**config.mk**
```make
export PLATFORM = sky130hd
export DESIGN_NAME = base64_encoder_line_wrap_flat
export DESIGN_NICKNAME = d
export VERILOG_FILES = /design/src/b64lw_pkg.sv /design/src/b64lw_in_if.sv /design/src/b64lw_out_if.sv /design/src/b64lw_queue.sv /design/src/b64lw_front.sv /design/src/b64lw_back.sv /design/src/base64_encoder_line_wrap.sv /design/src/flat_wrapper.sv
export VERILOG_INCLUDE_DIRS = /design/src /design/src/src
export SDC_FILE = /design/constraint.sdc
export NUM_CORES = 1
export LEC_CHECK = 0
export BUFFER_PORTS_ARGS = -buffer_cell sky130_fd_sc_hd__buf_2
export CORE_UTILIZATION = 61
export DETAILED_ROUTE_END_ITERATION = 10
export GPL_TIMING_DRIVEN = 0
export HOLD_SLACK_MARGIN = 0.05
export PLACE_DENSITY_LB_ADDON = 0.05
export SLEW_MARGIN = 10
export SYNTH_ARGS = -nofsm -noshare
export SYNTH_HDL_FRONTEND = slang
export SYNTH_SLANG_ARGS = --single-unit
```
**constraint.sdc**
```tcl
create_clock -name clk_i -period 3.1 [get_ports clk_i]
set_input_delay 0.775 -clock clk_i [delete_from_list [all_inputs] [get_ports clk_i]]
set_output_delay 0.775 -clock clk_i [all_outputs]
set_load 0.1 [all_outputs]
```
**src/assert_macros.svh**
```systemverilog
// Shared assertion macros for the encoder RTL.
`ifndef ASSERT_MACROS_SVH
`define ASSERT_MACROS_SVH

// Same-cycle implication, checked outside reset.
`define ASSERT_IMPL(lbl, clk, rst_n, ante, cons) \
  lbl: assert property (@(posedge clk) disable iff (!rst_n) (ante) |-> (cons)) \
    else $error("assertion failed: same-cycle implication");

// Next-cycle implication, checked outside reset.
`define ASSERT_NEXT(lbl, clk, rst_n, ante, cons) \
  lbl: assert property (@(posedge clk) disable iff (!rst_n) (ante) |=> (cons)) \
    else $error("assertion failed: next-cycle implication");

`endif

```
**src/b64lw_pkg.sv**
```systemverilog
`default_nettype none

package b64lw_pkg;

  // Line width, rounded down to whole quartets
  localparam int LINE_CHARS = 64;
  localparam int LineWidth  = (LINE_CHARS / 4) * 4;
  localparam int ColW       = $clog2(LineWidth);

  // Job queue between front and back
  localparam int QueueDepth = 2;
  localparam int QPtrW      = $clog2(QueueDepth);
  localparam int QCntW      = $clog2(QueueDepth + 1);

  localparam logic [7:0] PadChar     = 8'h3D;
  localparam logic [7:0] NewlineChar = 8'h0A;
  localparam logic [1:0] LastSym     = 2'd3;

  // Padding of a quartet: none, one '=' (two bytes), two '=' (one byte)
  typedef enum logic [1:0] {
    PAD_NONE,
    PAD_ONE,
    PAD_TWO
  } pad_e;

  typedef struct packed {
    logic [23:0] group;
    pad_e        pad;
    logic        fin;
  } job_t;

  typedef struct packed {
    logic push;
    job_t job;
  } qwr_t;

  typedef struct packed {
    logic valid;
    job_t job;
  } qhead_t;

  // Map a 6-bit value to its base64 symbol
  function automatic logic [7:0] sym_char(input logic [5:0] v);
    logic [7:0] w;
    w = {2'b00, v};
    if (v < 6'd26) begin
      return w + 8'd65;
    end else if (v < 6'd52) begin
      return w + 8'd71;
    end else if (v < 6'd62) begin
      return w - 8'd4;
    end else if (v == 6'd62) begin
      return 8'h2B;
    end else begin
      return 8'h2F;
    end
  endfunction

endpackage

`default_nettype wire

```
**src/b64lw_in_if.sv**
```systemverilog
`default_nettype none

interface b64lw_in_if;
  logic       valid;
  logic       ready;
  logic [7:0] data_byte;
  logic       last;

  modport source (output valid, output data_byte, output last, input ready);
  modport sink   (input valid, input data_byte, input last, output ready);
endinterface

`default_nettype wire

```
**src/b64lw_out_if.sv**
```systemverilog
`default_nettype none

interface b64lw_out_if;
  logic       valid;
  logic       ready;
  logic [7:0] out_char;
  logic       run_last;
  logic       message_end;

  modport source (output valid, output out_char, output run_last, output message_end,
                  input ready);
  modport sink   (input valid, input out_char, input run_last, input message_end,
                  output ready);
endinterface

`default_nettype wire

```
**src/b64lw_queue.sv**
```systemverilog
`default_nettype none
`include "assert_macros.svh"

module b64lw_queue (
  input  logic              clk_i,
  input  logic              rst_ni,
  input  b64lw_pkg::qwr_t   wr_i,
  input  logic              pop_i,
  output logic              full_o,
  output b64lw_pkg::qhead_t head_o
);
  import b64lw_pkg::*;

  job_t             slot_q [QueueDepth];
  logic [QPtrW-1:0] wr_ptr_q, rd_ptr_q;
  logic [QCntW-1:0] count_q;

  assign full_o       = (count_q == QCntW'(QueueDepth));
  assign head_o.valid = (count_q != '0);
  assign head_o.job   = slot_q[rd_ptr_q];

  // Store a pushed job
  always_ff @(posedge clk_i) begin
    if (wr_i.push) begin
      slot_q[wr_ptr_q] <= wr_i.job;
    end
  end

  // Advance pointers and occupancy
  always_ff @(posedge clk_i or negedge rst_ni) begin
    if (!rst_ni) begin
      wr_ptr_q <= '0;
      rd_ptr_q <= '0;
      count_q  <= '0;
    end else begin
      if (wr_i.push) begin
        wr_ptr_q <= (wr_ptr_q == QPtrW'(QueueDepth - 1)) ? '0 : wr_ptr_q + 1'b1;
      end
      if (pop_i) begin
        rd_ptr_q <= (rd_ptr_q == QPtrW'(QueueDepth - 1)) ? '0 : rd_ptr_q + 1'b1;
      end
      case ({wr_i.push, pop_i})
        2'b10:   count_q <= count_q + 1'b1;
        2'b01:   count_q <= count_q - 1'b1;
        default: count_q <= count_q;
      endcase
    end
  end

  `ASSERT_IMPL(a_no_push_full, clk_i, rst_ni, full_o, !wr_i.push)
  `ASSERT_IMPL(a_no_pop_empty, clk_i, rst_ni, pop_i, head_o.valid)

endmodule

`default_nettype wire

```
**src/b64lw_front.sv**
```systemverilog
`default_nettype none
`include "assert_macros.svh"

module b64lw_front (
  input  logic            clk_i,
  input  logic            rst_ni,
  b64lw_in_if.sink        byte_i,
  input  logic            q_full_i,
  output b64lw_pkg::qwr_t q_wr_o
);
  import b64lw_pkg::*;

  logic [15:0] held_q, held_d;
  logic [1:0]  phase_q, phase_d;
  logic        accept;

  assign byte_i.ready = !q_full_i;
  assign accept       = byte_i.valid && byte_i.ready;

  // Collect bytes into groups, hand finished groups to the queue
  always_comb begin
    held_d       = held_q;
    phase_d      = phase_q;
    q_wr_o.push  = 1'b0;
    q_wr_o.job   = '{group: {held_q, byte_i.data_byte}, pad: PAD_NONE, fin: byte_i.last};
    if (accept) begin
      if (phase_q == 2'd2) begin
        q_wr_o.push = 1'b1;
        held_d      = '0;
        phase_d     = '0;
      end else if (!byte_i.last) begin
        if (phase_q == 2'd0) begin
          held_d = {byte_i.data_byte, 8'h00};
        end else begin
          held_d = {held_q[15:8], byte_i.data_byte};
        end
        phase_d = phase_q + 2'd1;
      end else begin
        q_wr_o.push = 1'b1;
        if (phase_q == 2'd0) begin
          q_wr_o.job.group = {byte_i.data_byte, 16'h0000};
          q_wr_o.job.pad   = PAD_TWO;
        end else begin
          q_wr_o.job.group = {held_q[15:8], byte_i.data_byte, 8'h00};
          q_wr_o.job.pad   = PAD_ONE;
        end
        held_d  = '0;
        phase_d = '0;
      end
    end
  end

  always_ff @(posedge clk_i or negedge rst_ni) begin
    if (!rst_ni) begin
      held_q  <= '0;
      phase_q <= '0;
    end else begin
      held_q  <= held_d;
      phase_q <= phase_d;
    end
  end

  `ASSERT_IMPL(a_phase_range, clk_i, rst_ni, 1'b1, phase_q != 2'd3)
  `ASSERT_NEXT(a_last_clears, clk_i, rst_ni, accept && byte_i.last, phase_q == 2'd0)

endmodule

`default_nettype wire

```
**src/b64lw_back.sv**
```systemverilog
`default_nettype none
`include "assert_macros.svh"

module b64lw_back (
  input  logic              clk_i,
  input  logic              rst_ni,
  input  b64lw_pkg::qhead_t head_i,
  output logic              pop_o,
  b64lw_out_if.source       char_o
);
  import b64lw_pkg::*;

  logic [7:0]      char_q, char_d;
  logic            run_last_q, run_last_d;
  logic            msg_end_q, msg_end_d;
  logic            valid_q, valid_d;
  logic [1:0]      idx_q, idx_d;
  logic            nl_q, nl_d;
  logic [ColW-1:0] col_q, col_d;
  logic            adv;
  logic            line_full;
  logic            need_nl;
  logic            is_pad;
  logic [5:0]      field;

  assign char_o.valid       = valid_q;
  assign char_o.out_char    = char_q;
  assign char_o.run_last    = run_last_q;
  assign char_o.message_end = msg_end_q;

  assign adv = !valid_q || char_o.ready;

  // Pick the 6-bit field of the current symbol
  always_comb begin
    case (idx_q)
      2'd0:    field = head_i.job.group[23:18];
      2'd1:    field = head_i.job.group[17:12];
      2'd2:    field = head_i.job.group[11:6];
      default: field = head_i.job.group[5:0];
    endcase
  end

  assign is_pad = ((head_i.job.pad == PAD_TWO) && idx_q[1])
               || ((head_i.job.pad == PAD_ONE) && (idx_q == LastSym));

  // Emit one character per cycle while the output advances and a job waits, newline after a full line or at message end
  always_comb begin
    char_d     = char_q;
    run_last_d = run_last_q;
    msg_end_d  = msg_end_q;
    valid_d    = valid_q && !char_o.ready;
    idx_d      = idx_q;
    nl_d       = nl_q;
    col_d      = col_q;
    pop_o      = 1'b0;
    line_full  = (col_q == ColW'(LineWidth - 1));
    need_nl    = line_full || head_i.job.fin;
    if (adv) begin
      if (nl_q) begin
        valid_d    = 1'b1;
        char_d     = NewlineChar;
        run_last_d = 1'b1;
        msg_end_d  = head_i.job.fin;
        nl_d       = 1'b0;
        pop_o      = 1'b1;
      end else if (head_i.valid) begin
        valid_d    = 1'b1;
        char_d     = is_pad ? PadChar : sym_char(field);
        run_last_d = 1'b0;
        msg_end_d  = 1'b0;
        idx_d      = idx_q + 2'd1;
        if (idx_q == LastSym) begin
          col_d      = need_nl ? '0 : col_q + 1'b1;
          nl_d       = need_nl;
          run_last_d = !need_nl;
          pop_o      = !need_nl;
        end else begin
          col_d = col_q + 1'b1;
        end
      end
    end
  end

  always_ff @(posedge clk_i or negedge rst_ni) begin
    if (!rst_ni) begin
      valid_q <= 1'b0;
      idx_q   <= '0;
      nl_q    <= 1'b0;
      col_q   <= '0;
    end else begin
      valid_q <= valid_d;
      idx_q   <= idx_d;
      nl_q    <= nl_d;
      col_q   <= col_d;
    end
  end

  // Hold the payload while the request waits
  always_ff @(posedge clk_i) begin
    char_q     <= char_d;
    run_last_q <= run_last_d;
    msg_end_q  <= msg_end_d;
  end

  `ASSERT_IMPL(a_col_tracks_idx, clk_i, rst_ni, 1'b1, col_q[1:0] == idx_q)
  `ASSERT_IMPL(a_nl_at_quartet_end, clk_i, rst_ni, nl_q, idx_q == 2'd0)

endmodule

`default_nettype wire

```
**src/base64_encoder_line_wrap.sv**
```systemverilog
// Channel   Dir  Payload                                Handshake
// byte_i    in   data_byte[7:0], last                   valid/ready
// char_o    out  out_char[7:0], run_last, message_end   valid/ready
//
// The front takes one byte per cycle while the two-entry job queue has room.
// The back sends one character per cycle while char_o is ready and a job is queued:
// 4 per 3-byte group, plus a newline after each full line and at message end.
// Each character is driven from the single output character register.
// Reset (async, active low) empties the queue and clears group and column state.
// A stalled output holds its request; the front keeps taking bytes until the queue fills.
`default_nettype none

module base64_encoder_line_wrap (
  input  logic        clk_i,
  input  logic        rst_ni,
  b64lw_in_if.sink    byte_i,
  b64lw_out_if.source char_o
);
  import b64lw_pkg::*;

  qwr_t   q_wr;
  qhead_t q_head;
  logic   q_full;
  logic   q_pop;

  b64lw_front u_front (
    .clk_i    (clk_i),
    .rst_ni   (rst_ni),
    .byte_i   (byte_i),
    .q_full_i (q_full),
    .q_wr_o   (q_wr)
  );

  b64lw_queue u_queue (
    .clk_i  (clk_i),
    .rst_ni (rst_ni),
    .wr_i   (q_wr),
    .pop_i  (q_pop),
    .full_o (q_full),
    .head_o (q_head)
  );

  b64lw_back u_back (
    .clk_i  (clk_i),
    .rst_ni (rst_ni),
    .head_i (q_head),
    .pop_o  (q_pop),
    .char_o (char_o)
  );

endmodule

`default_nettype wire

```
**src/flat_wrapper.sv**
```systemverilog
// flat-port wrapper written by rule: the top's interface ports become plain ports
module base64_encoder_line_wrap_flat import b64lw_pkg::*;
  (clk_i, rst_ni, byte_i_valid, byte_i_data_byte, byte_i_last, byte_i_ready, char_o_valid, char_o_out_char, char_o_run_last, char_o_message_end, char_o_ready);
  b64lw_in_if byte_i_i ();
  b64lw_out_if char_o_i ();
  input  logic clk_i;
  input  logic rst_ni;
  input wire logic [$bits(byte_i_i.valid)-1:0] byte_i_valid;
  input wire logic [$bits(byte_i_i.data_byte)-1:0] byte_i_data_byte;
  input wire logic [$bits(byte_i_i.last)-1:0] byte_i_last;
  output wire logic [$bits(byte_i_i.ready)-1:0] byte_i_ready;
  output wire logic [$bits(char_o_i.valid)-1:0] char_o_valid;
  output wire logic [$bits(char_o_i.out_char)-1:0] char_o_out_char;
  output wire logic [$bits(char_o_i.run_last)-1:0] char_o_run_last;
  output wire logic [$bits(char_o_i.message_end)-1:0] char_o_message_end;
  input wire logic [$bits(char_o_i.ready)-1:0] char_o_ready;
  assign byte_i_i.valid = byte_i_valid;
  assign byte_i_i.data_byte = byte_i_data_byte;
  assign byte_i_i.last = byte_i_last;
  assign byte_i_ready = byte_i_i.ready;
  assign char_o_valid = char_o_i.valid;
  assign char_o_out_char = char_o_i.out_char;
  assign char_o_run_last = char_o_i.run_last;
  assign char_o_message_end = char_o_i.message_end;
  assign char_o_i.ready = char_o_ready;
  base64_encoder_line_wrap u_core (.clk_i(clk_i), .rst_ni(rst_ni), .byte_i(byte_i_i), .char_o(char_o_i));
endmodule
```
==> summary.md <==
| Metric | Value |
|---|---|
| Result of the run | finished, final reports clean |
| Sum of buffers and inverters on the critical path | 4 |
| CTS Root Cell | sky130_fd_sc_hd__clkbuf_8 |
| Antenna fix cells | 0 |
| Sequential-to-total area share from yosys stat | 0.596 |
| Clock tree from TritonCTS | done |
| Clock latency on the worst-skew pair | 0.37 ns |
| Wire length after detailed routing | 9.18 mm |
| WL per Instance | 17.5 um |
| Synth unique cells | 54 |
| Post-DRT Antenna Nets | 0 |
| Warning count from the yosys run | 0 |
| Cell type with the highest aggregate area in the netlist | sky130_fd_sc_hd__edfxtp_1 |
| Worst path slowest cell | sky130_fd_sc_hd__dfrtp_2 |
| I/O Pins | 25 |
| Top area cells in the synthesized netlist | sky130_fd_sc_hd__edfxtp_1 (42%), sky130_fd_sc_hd__dfrtp_1 (18%), sky130_fd_sc_hd__nand2_1 (4.7%) |
| CTS buffer count | 9 |
| Total vias in the final route | 3,065 |
| Reg clk slew, reported paths | 0.10 ns |
| Max frequency | 0.337 GHz |
| Number of enable flip-flop cells after synthesis | 64 |
| Most used cell, CP | sky130_fd_sc_hd__inv_1 |
| Chip width | 88.5 um |
| Final weighted congestion in routability-driven placement | 0.875 |
| Min-Delay Path Class | input pin to asynchronous set/reset pin |
| Synthesized cell area | 0.00457 sq mm |
| Final clock period utilization by the worst path | 0.957 |
| Net count after synthesis | 410 |
| Final-layout worst hold slack | 0.464 ns |
| Skew final | 0.00806 ns |
| Fillcell total | 557 |
| Critical path data required time | 3.21 ns |
| Crit-path max cell delay | 0.46 ns |
| Highest net fanout along the worst path | 10 |
| Die height | 88.5 um |
| Number of levels the H-tree was split into | 3 |
| Global-route wire length before repair | 14.5 mm |
| Number of antenna violations at the first check in global routing | 0 |
| Dominant synthesized flop cell | sky130_fd_sc_hd__edfxtp_1 |
| Slew @ Worst Pin | 1.13 ns |
| Via count of the first global-routing pass | 2,806 |
| Flip-flop and latch count after synthesis | 96 |
| Starting Density | 0.630 |
| Fin. Hold Viols | 0 |
| Family with the most delay on the worst path | compound AO/OA/AOI/OAI gates |
| Via density per instance | 5.84 |
| Total core area | 0.00725 sq mm |
| Synthesis-to-finish area growth | 10.8% |
| Post-Syn Instances | 383 |
| Final non-filler cell total | 525 |
| Row count | 31 |
| Max Transition Viols Final | 0 |
| Rel. slew slack | 0.238 |
| Number of DRC violations after detailed routing | 0 |
| Finish-stage setup viols | 0 |
| Pin count of the biggest net entering global routing | 33 |
| Sort of element at the start of the critical path | register |
| Crit end category | register |
| Share of final-layout standard cells stronger than drive strength 1 | 0.190 |
| DRT iter0 DRCs | 176 |
| Congestion Overflow GR | 0 |
| Max capacitance violation total | 0 |
| Final nets | 448 |
| Placed wire-length estimate | 6.41 mm |
| Setup slack of the worst register-to-register path | 0.13 ns |
| Cells along the critical path | inv_1 -> ha_1 -> buf_4 -> a22oi_1 -> a32oi_1 -> nand2_2 -> inv_1 -> ha_2 -> a31oi_1 -> o21a_1 -> buf_6 -> o41ai_2 -> a311oi_1 |
| Mean instance size in the synthesized netlist | 11.9 sq um |
| Worst Setup Slack post-DPL | -0.0421 ns |
| Least setup slack across all paths after layout | 0.134 ns |
| Clock buffer depth | 2 |
| Total global-route track usage | 0.257 |
| Total of buffers placed on input and output ports | 24 |
| Min Tclk post-route | 2.97 ns |
| Worst EP arrival | 3.08 ns |
| Number of sinks handled by clock tree synthesis | 96 |
| Length of the first detailed-routing pass in iterations | 4 |
| Die Footprint | 0.00784 sq mm |
| Type of the setup path with the least slack | register to register |
| Number of placed cells counting well taps | 506 |
| Asr flop ratio synth | 0.333 |
| Fraction of post-synthesis cell area in the top cell type by area | 0.421 |
[area by class of cell]
cell class              instances  area [sq um]  area share
multi-input cells             261          1730       0.342
plain buffers                  14           103      0.0203
well taps                      99           124      0.0245
repair buffers                 27           143      0.0282
flip-flops and latches         96          2720       0.538
clock buffers                  10           149      0.0294
clock inverters                 6          40.0     0.00791
inverters                      12          47.5     0.00940
[routing by layer]
metal | wire length [um] | track usage | vias to the layer above
met5 | 0 | 0 | -
met4 | 160 | 0.101 | 0
met3 | 359 | 0.0364 | 15
met2 | 4420 | 0.406 | 87
met1 | 4240 | 0.364 | 1495
li1 | - | - | 1468
[synthesized netlist by cell type, types with 2 or more instances]
master	count
sky130_fd_sc_hd__edfxtp_1	64
sky130_fd_sc_hd__nand2_1	57
sky130_fd_sc_hd__dfrtp_1	32
sky130_fd_sc_hd__o21ai_0	31
sky130_fd_sc_hd__nand3_1	16
sky130_fd_sc_hd__ha_1	14
sky130_fd_sc_hd__nand2b_1	13
sky130_fd_sc_hd__nor2_1	13
sky130_fd_sc_hd__a22oi_1	12
sky130_fd_sc_hd__inv_1	11
sky130_fd_sc_hd__mux2i_1	11
sky130_fd_sc_hd__and2_1	10
sky130_fd_sc_hd__a22o_1	9
sky130_fd_sc_hd__a21oi_1	8
sky130_fd_sc_hd__mux2_2	8
sky130_fd_sc_hd__clkbuf_1	6
sky130_fd_sc_hd__nor2b_1	5
sky130_fd_sc_hd__a32oi_1	4
sky130_fd_sc_hd__nand2_2	4
sky130_fd_sc_hd__nor3_1	4
sky130_fd_sc_hd__xnor2_1	4
sky130_fd_sc_hd__buf_6	3
sky130_fd_sc_hd__nand4_1	3
sky130_fd_sc_hd__o21a_1	3
sky130_fd_sc_hd__xor2_1	3
sky130_fd_sc_hd__a21o_1	2
sky130_fd_sc_hd__a311oi_1	2
sky130_fd_sc_hd__buf_4	2
sky130_fd_sc_hd__clkbuf_8	2
sky130_fd_sc_hd__nand3b_1	2
sky130_fd_sc_hd__o31ai_1	2
[through the flow]
stage	cell area, sq um	setup TNS, ns	util
finish	5060	0	0.697
global route	5060	-0.0104	0.697
CTS	5020	0	0.692
detailed placement	4830	-0.0841	0.665
global placement	4810	-30.51	0.663
floorplan	4570	-19.26	-
[what timing repair did]
action	CTS	global route
buffers inserted	0	3
hold endpoints to repair	0	0
pin swaps	0	1
setup endpoints to repair	5	5
hold buffers	0	0
gates resized for setup	1	6
[cell families (layout without fill, tap and decap cells)]
family          count (synthesis)  count (layout)  share of synthesized area
simple gates                  140             140                      0.158
flops                          96              96                      0.596
compound gates                 81              81                      0.118
buf+inv                        26              69                     0.0329
mux                            19              19                     0.0438
fa+ha+maj                      14              14                     0.0384
xor+xnor                        7               7                     0.0134
[cells in the final DEF, fill, tap and decap left out, types with 4 or more instances in the layout]
| cell | instances |
|---|---|
| sky130_fd_sc_hd__a21oi_1 | 8 |
| sky130_fd_sc_hd__a22o_1 | 9 |
| sky130_fd_sc_hd__clkbuf_1 | 6 |
| sky130_fd_sc_hd__nor3_1 | 4 |
| sky130_fd_sc_hd__mux2_2 | 8 |
| sky130_fd_sc_hd__nor2_1 | 10 |
| sky130_fd_sc_hd__nand2_2 | 5 |
| sky130_fd_sc_hd__xnor2_1 | 4 |
| sky130_fd_sc_hd__dfrtp_1 | 31 |
| sky130_fd_sc_hd__nand2_1 | 56 |
| sky130_fd_sc_hd__nand3_1 | 15 |
| sky130_fd_sc_hd__nand2b_1 | 13 |
| sky130_fd_sc_hd__inv_1 | 10 |
| sky130_fd_sc_hd__clkbuf_8 | 11 |
| sky130_fd_sc_hd__and2_1 | 10 |
| sky130_fd_sc_hd__ha_1 | 13 |
| sky130_fd_sc_hd__nor2b_1 | 5 |
| sky130_fd_sc_hd__buf_4 | 5 |
| sky130_fd_sc_hd__edfxtp_1 | 64 |
| sky130_fd_sc_hd__a22oi_1 | 12 |
| sky130_fd_sc_hd__o21ai_0 | 31 |
| sky130_fd_sc_hd__mux2i_1 | 11 |
| sky130_fd_sc_hd__a32oi_1 | 4 |
| sky130_fd_sc_hd__buf_2 | 24 |
[worst paths after layout]
check                      depth (start not counted)                                  start                                        endpoint
hold / removal                                     1                                 rst_ni            u_core.u_back.char_o.valid$_DFF_PN0_
setup reg to reg                                  13     u_core.u_back.idx_q[1]$_DFFE_PN0P_  u_core.u_back.char_o.out_char[2]$_SDFFCE_PP0P_
setup / recovery                                  13     u_core.u_back.idx_q[1]$_DFFE_PN0P_  u_core.u_back.char_o.out_char[2]$_SDFFCE_PP0P_
min in group clk_i                                 2  u_core.u_front.held_q[11]$_DFFE_PN0P_           u_core.u_front.held_q[11]$_DFFE_PN0P_
hold reg to reg                                    2  u_core.u_front.held_q[11]$_DFFE_PN0P_           u_core.u_front.held_q[11]$_DFFE_PN0P_
max in group asynchronous                          1                                 rst_ni              u_core.u_back.idx_q[1]$_DFFE_PN0P_
[registers in the layout (all words and copies together), names as in the netlist]
| register | count |
|---|---|
| u_core.u_back.char_o.valid | 1 |
| u_core.u_queue.wr_ptr_q | 1 |
| u_core.u_back.idx_q | 2 |
| u_core.u_back.char_o.run_last | 1 |
| u_core.u_front.held_q | 16 |
| u_core.u_back.nl_q | 1 |
| u_core.u_queue.count_q | 2 |
| u_core.u_front.phase_q | 2 |
| u_core.u_back.col_q | 6 |
| u_core.u_queue.rd_ptr_q | 1 |
| u_core.u_back.char_o.out_char | 8 |
| u_core.u_queue.slot_q | 54 |
| u_core.u_back.char_o.message_end | 1 |
Power is not shown: default switching activity piles up to over one toggle a cycle in this logic, so the estimate is an artifact.
